File: config.mk
export PLATFORM = sky130hd
export DESIGN_NAME = hkvt_ram
export DESIGN_NICKNAME = d
export VERILOG_FILES = /design/src/rtl/hkvt_ram.sv
export SDC_FILE = /design/constraint.sdc
export NUM_CORES = 1
export LEC_CHECK = 0
export BUFFER_PORTS_ARGS = -buffer_cell sky130_fd_sc_hd__buf_2
export CORE_ASPECT_RATIO = 1.1
export CORE_MARGIN = 2
export CORE_UTILIZATION = 55
export CTS_CLUSTER_SIZE = 14
export DETAILED_ROUTE_END_ITERATION = 8
export MAX_ROUTING_LAYER = met4
export PLACE_DENSITY_LB_ADDON = 0.12
export SETUP_SLACK_MARGIN = 0.05
export SKIP_CTS_REPAIR_TIMING = 1
export SYNTH_ARGS = -nofsm -noshare
export SYNTH_HDL_FRONTEND = slang
export SYNTH_SLANG_ARGS = --single-unit
export TNS_END_PERCENT = 30
File: constraint.sdc
create_clock -name clock -period 2.11 [get_ports clock]
set_input_delay 0 -clock clock [delete_from_list [all_inputs] [get_ports clock]]
set_output_delay 0 -clock clock [all_outputs]
set_load 0.01 [all_outputs]
File: src/rtl/hkvt_ram.sv
`timescale 1ns / 1ps

module hkvt_ram #(
   parameter int WIDTH = 8,
   parameter int DEPTH = 16,
   localparam int AW = (DEPTH > 1) ? $clog2(DEPTH) : 1
) (
   input  logic             clock,
   input  logic             wr_en,
   input  logic [AW-1:0]    wr_addr,
   input  logic [WIDTH-1:0] wr_data,
   input  logic             rd_en,
   input  logic [AW-1:0]    rd_addr,
   output logic [WIDTH-1:0] rd_data
);

   logic [WIDTH-1:0] mem [DEPTH];
   logic [WIDTH-1:0] rd_data_ff;

   always_ff @(posedge clock) begin
      if (wr_en) begin
         mem[wr_addr] <= wr_data;
      end
      if (rd_en) begin
         rd_data_ff <= mem[rd_addr];
      end
   end

   assign rd_data = rd_data_ff;

endmodule
Word level (Yosys, flattened, before mapping)
Memories as Yosys holds them, arrays and structs flattened. A register that Yosys moved wholly into a read port is not among the register bits.
Index checks and enable logic that the tools add are counted.
- flip-flop bits (word level): 0
- latch bits: 0
- bits in writable memories: 128
- bits in read-only memories: 0
- bits of input ports: 19
- output and inout bits: 8
- memories kept: 1
- add/sub/neg operators: 0
- multiply operators: 0
- div/mod/pow operators: 0
- magnitude comparators: 0
- equal/unequal tests: 0
- shifts and indexed selects: 0
- multiplexer cells: 2
- bitwise operators: 0
- reductions and logical operators: 0
- memories (name ; depth ; bits a word ; read ports ; clocked after memory_dff ; write ports ; RTL line ; text):
    mem ; 16 ; 8 ; 1 ; 1 ; 1 ; 17 ; logic [WIDTH-1:0] mem [DEPTH];
- operators by type and width (kind ; count):
    two-way mux 1 bit ; 2

Depth between registers and ports, before layout
- word-level depth: 2
- mapped depth: 5
- gate-level depth less buffers: 3

Worst setup path after synthesis
OpenSTA, ideal clock, no wires.
- path type: input port to flip-flop
- from: input wr_addr[2]
- to: memory mem[0][0] (enable)
- setup time: 383 ps
- arrival time: 1110 ps
- slack: 617 ps
- stages on the path: 2
- cells stage by stage: or3b_2 > nor3_1
- RTL lines (element ; RTL line ; text):
    start, declared ; 10 ; input logic [AW-1:0] wr_addr,
    end, declared ; 17 ;
Straight into the memory's write port.

Final worst setup path
- from: input wr_addr[0]
- to: memory mem[4][4] (enable)
Straight into the memory's write port.

==> reports/qor.csv <==
stage;metric;value;unit
timing;setup_violations;0;
placed_design;place_ws;523;ps
hold_path;min-delay-start;wr_addr[1];
clock_tree;clkLatencyLatePin;510;ps
pwr;leakagePower;2.15;nW
worst_setup_path;cpPeakStageDelay;690;ps
worst_setup_path;startpoint_type;input port;
timing;final.period_utilization;0.692;
floorplanning;die-area;10300;sq um
pwr;seqPwrFrac;0.491;
timing;slew_headroom;0.710;
worst_setup_path;critical_path.max_fanout;7;
worst_setup_path;cp.arrival;1670;ps
synth;synth_top_area_share;0.781;
synth;synth_edf_count;136;
timing;worst_pin_slew;435;ps
synth;ys.warnings.count;0;
cells_and_area;fin_nets;314;
worst_setup_path;reg2reg_slack;650;ps
synth;synth_mux_area_frac;0.148;
cells_and_area;multiInputGateArea;1060;sq um
pwr;p_comb_frac;0.048;
synth;synth_most_common_cell;edfxtp_1;
pwr;vdd_drop_max;709;uV
clock_tree;cts_tree;done;
cells_and_area;utilization;0.675;
clock_tree;cts_buffer_depth;2;
synth;synth-simple-area-share;0.0314;
synth;synth_seq_cells;136;
pwr;clockPowerShare;0.461;
timing;finalSetupTns;0;ps
worst_setup_path;reg2regPathDepth;3;
clock_tree;htreeDepth;4;
synth;synth_fa_ha_area_frac;0;
floorplanning;die_width;97.0;microns
hold_path;worstHoldPathCells;3;
placed_design;globalplace.congestion;0.737;
hold_path;hold_path.class;in2reg;
synth;synth_compound_area_frac;0.0230;
drt;drtPass1Iterations;5;
drt;first_iter_violations;195;
synth;syn-cell-area;5230;sq um
cells_and_area;nFillCells;588;
global_routing;track_usage;0.220;
synth;ys_seq_area_frac;0.781;
pwr;switchingPower;1.17;mW
drt;num_vias;2526;
global_routing;grt_max_degree;33;
pwr;p_sw_frac;0.188;
cells_and_area;final_area;6280;sq um
synth;synth_fp_nets;248;
drt;post_drt_wl_per_cell;24.2;microns
timing;skew;4.56;ps
pwr;internal_power;5.06;mW
drt;drcViolationCount;0;
timing;fin_ws;651;ps
global_routing;gr-total-overflow;0;
pwr;finalPower;6.24;mW
worst_setup_path;worstPathRequired;2320;ps
synth;synth_area_per_cell;22.8;sq um
worst_setup_path;setup.worst_path.class;in2reg;
cells_and_area;seq_area;4080;sq um
synth;synth_top_family_by_area;multiplexers;
floorplanning;fp.coreArea;9310;sq um
timing;rsz0062_at_grt;false;
floorplanning;rows;37;
synth;synth.distinct_cells;18;
clock_tree;cts.reportedPaths.clkPinSlew;50;ps
timing;final-hold-violation-count;0;
outcome;outcome;finished clean;
worst_setup_path;crit_path_top_delay_cell;dlygate4sd3_1;
worst_setup_path;crit_path_cell_trace;dlygate4sd3_1, buf_2, nor3_1, dlygate4sd3_1;
job;drv_cap;0;
worst_setup_path;path_common_cell;dlygate4sd3_1;
hold_path;holdPathEnd;mem[0][1];
worst_setup_path;cp-end-kind;register;
floorplanning;start_util;0.562;
timing;max_freq;0.685;GHz
worst_setup_path;timing.rr.end;rd_data[5];
placed_design;dp_hpwl;6050;microns
clock_tree;cts.sinks;136;
floorplanning;fp.dieH;106;microns
worst_setup_path;rr_startpoint;mem[9][5];
synth;synth_common_cells;136 x edfxtp_1, 18 x mux4_2, 16 x a22oi_1, 14 x mux4_1, 13 x nor2_1;
floorplanning;io_pins;27;
cells_and_area;diodes;0;
placed_design;port_buffers;26;
global_routing;grt_pass1_vias;2532;
placed_design;placed_cell_area;5590;sq um
synth;synth.area.top_cells;edfxtp_1 78%, mux4_2 7.8%, mux4_1 7.0%;
clock_tree;numCtsBuffers;17;
pwr;power_density;993;nW/um^2
synth;synth-xor-area-share;0;
global_routing;antenna_found_initial;0;
cells_and_area;syn2layout_area_growth;20.2;%
cells_and_area;drive_above_1_share;0.293;
timing;period_needed;1460;ps
global_routing;grt_pass1_wl;15300;microns
clock_tree;cts_root_buffer;clkbuf_8;
synth;yosys_most_used_dff;edfxtp_1;
synth;yosys.area.top_type;edfxtp_1;
drt;vias_per_cell;5.96;
drt;antenna_left;0;
drt;drt_wl_total;10300;microns
timing;drv_slew;0;
synth;synthCells;229;
synth;async_flop_share;0;
routing by layer:
metal  GRT usage  wire length [microns]  up-vias
met3      0.0690                    680       12
met5           -                      0        -
met4      0.0785                    161        0
li1            -                      -     1113
met2       0.324                   5060      108
met1       0.296                   4370     1293
placed cells by master, fill, tap and decap left out, drive strengths merged:
master,synthesis,final
nor2b,1,1
edfxtp,136,136
clkbuf,0,19
nor2,13,13
buf,7,46
nand3b,2,2
clkinvlp,0,1
mux4,32,32
nand2b,2,2
dlygate4sd3,0,11
and2b,1,1
nand2,9,9
a22oi,16,16
nand3,1,1
clkinv,0,7
and2,1,1
bufinv,0,4
or3b,1,1
nor3,4,4
state kept, by name (all words and copies together) (netlist names):
register and count:
mem 128, rd_data 8
worst max path at each step:
stage                     depth (start not counted)  slack, ps          to       start
after floorplan                                   2        620   mem[0][0]  wr_addr[2]
after global placement                            5        520  rd_data[3]  rd_addr[0]
after detailed placement                          5        520  rd_data[5]  rd_addr[0]
after CTS                                         3        630  rd_data[5]   mem[9][5]
after global routing                              3        550  rd_data[6]   mem[3][6]
final                                             4        650   mem[4][4]  wr_addr[0]
kinds of logic (layout without fill, tap and decap cells):
| family | Yosys count | after routing |
|---|---|---|
| flip-flops | 136 | 136 |
| AO/OA/AOI/OAI | 16 | 16 |
| AND/OR/NAND/NOR | 35 | 35 |
| multiplexers | 32 | 32 |
| buffers and inverters | 10 | 88 |
critical path, delay by kind of cell:
family | cells | cell delay (ps)
simple gates | 1 | 290
buf+inv | 3 | 1380
through the flow:
| step | hold slack (ps) | cells |
|---|---|---|
| final | 74.0 | 424 |
| after global routing | 51.5 | 424 |
| after CTS | -159 | 413 |
| after detailed placement | 387 | 382 |
| after global placement | 382 | 382 |
| after floorplan | 98.9 | 229 |
area by class of cell:
class | count | share of cell area
Clock buffer | 19 | 0.0671
Clock inverter | 12 | 0.0251
Multi-Input combinational cell | 83 | 0.168
Sequential cell | 136 | 0.650
Tap cell | 117 | 0.0233
Timing Repair Buffer | 57 | 0.0661
power groups by stage:
| stage | registers, mW | clock network (mW) | logic, mW |
|---|---|---|---|
| after floorplan | 3.12 | 0 | 0.154 |
| after global placement | 3.11 | 0 | 0.280 |
| final | 3.06 | 2.88 | 0.299 |
| after CTS | 3.06 | 2.92 | 0.287 |
| after global routing | 3.07 | 3.03 | 0.323 |
| after detailed placement | 3.12 | 0 | 0.286 |
Note: power is estimated with default switching activity, not from simulation.
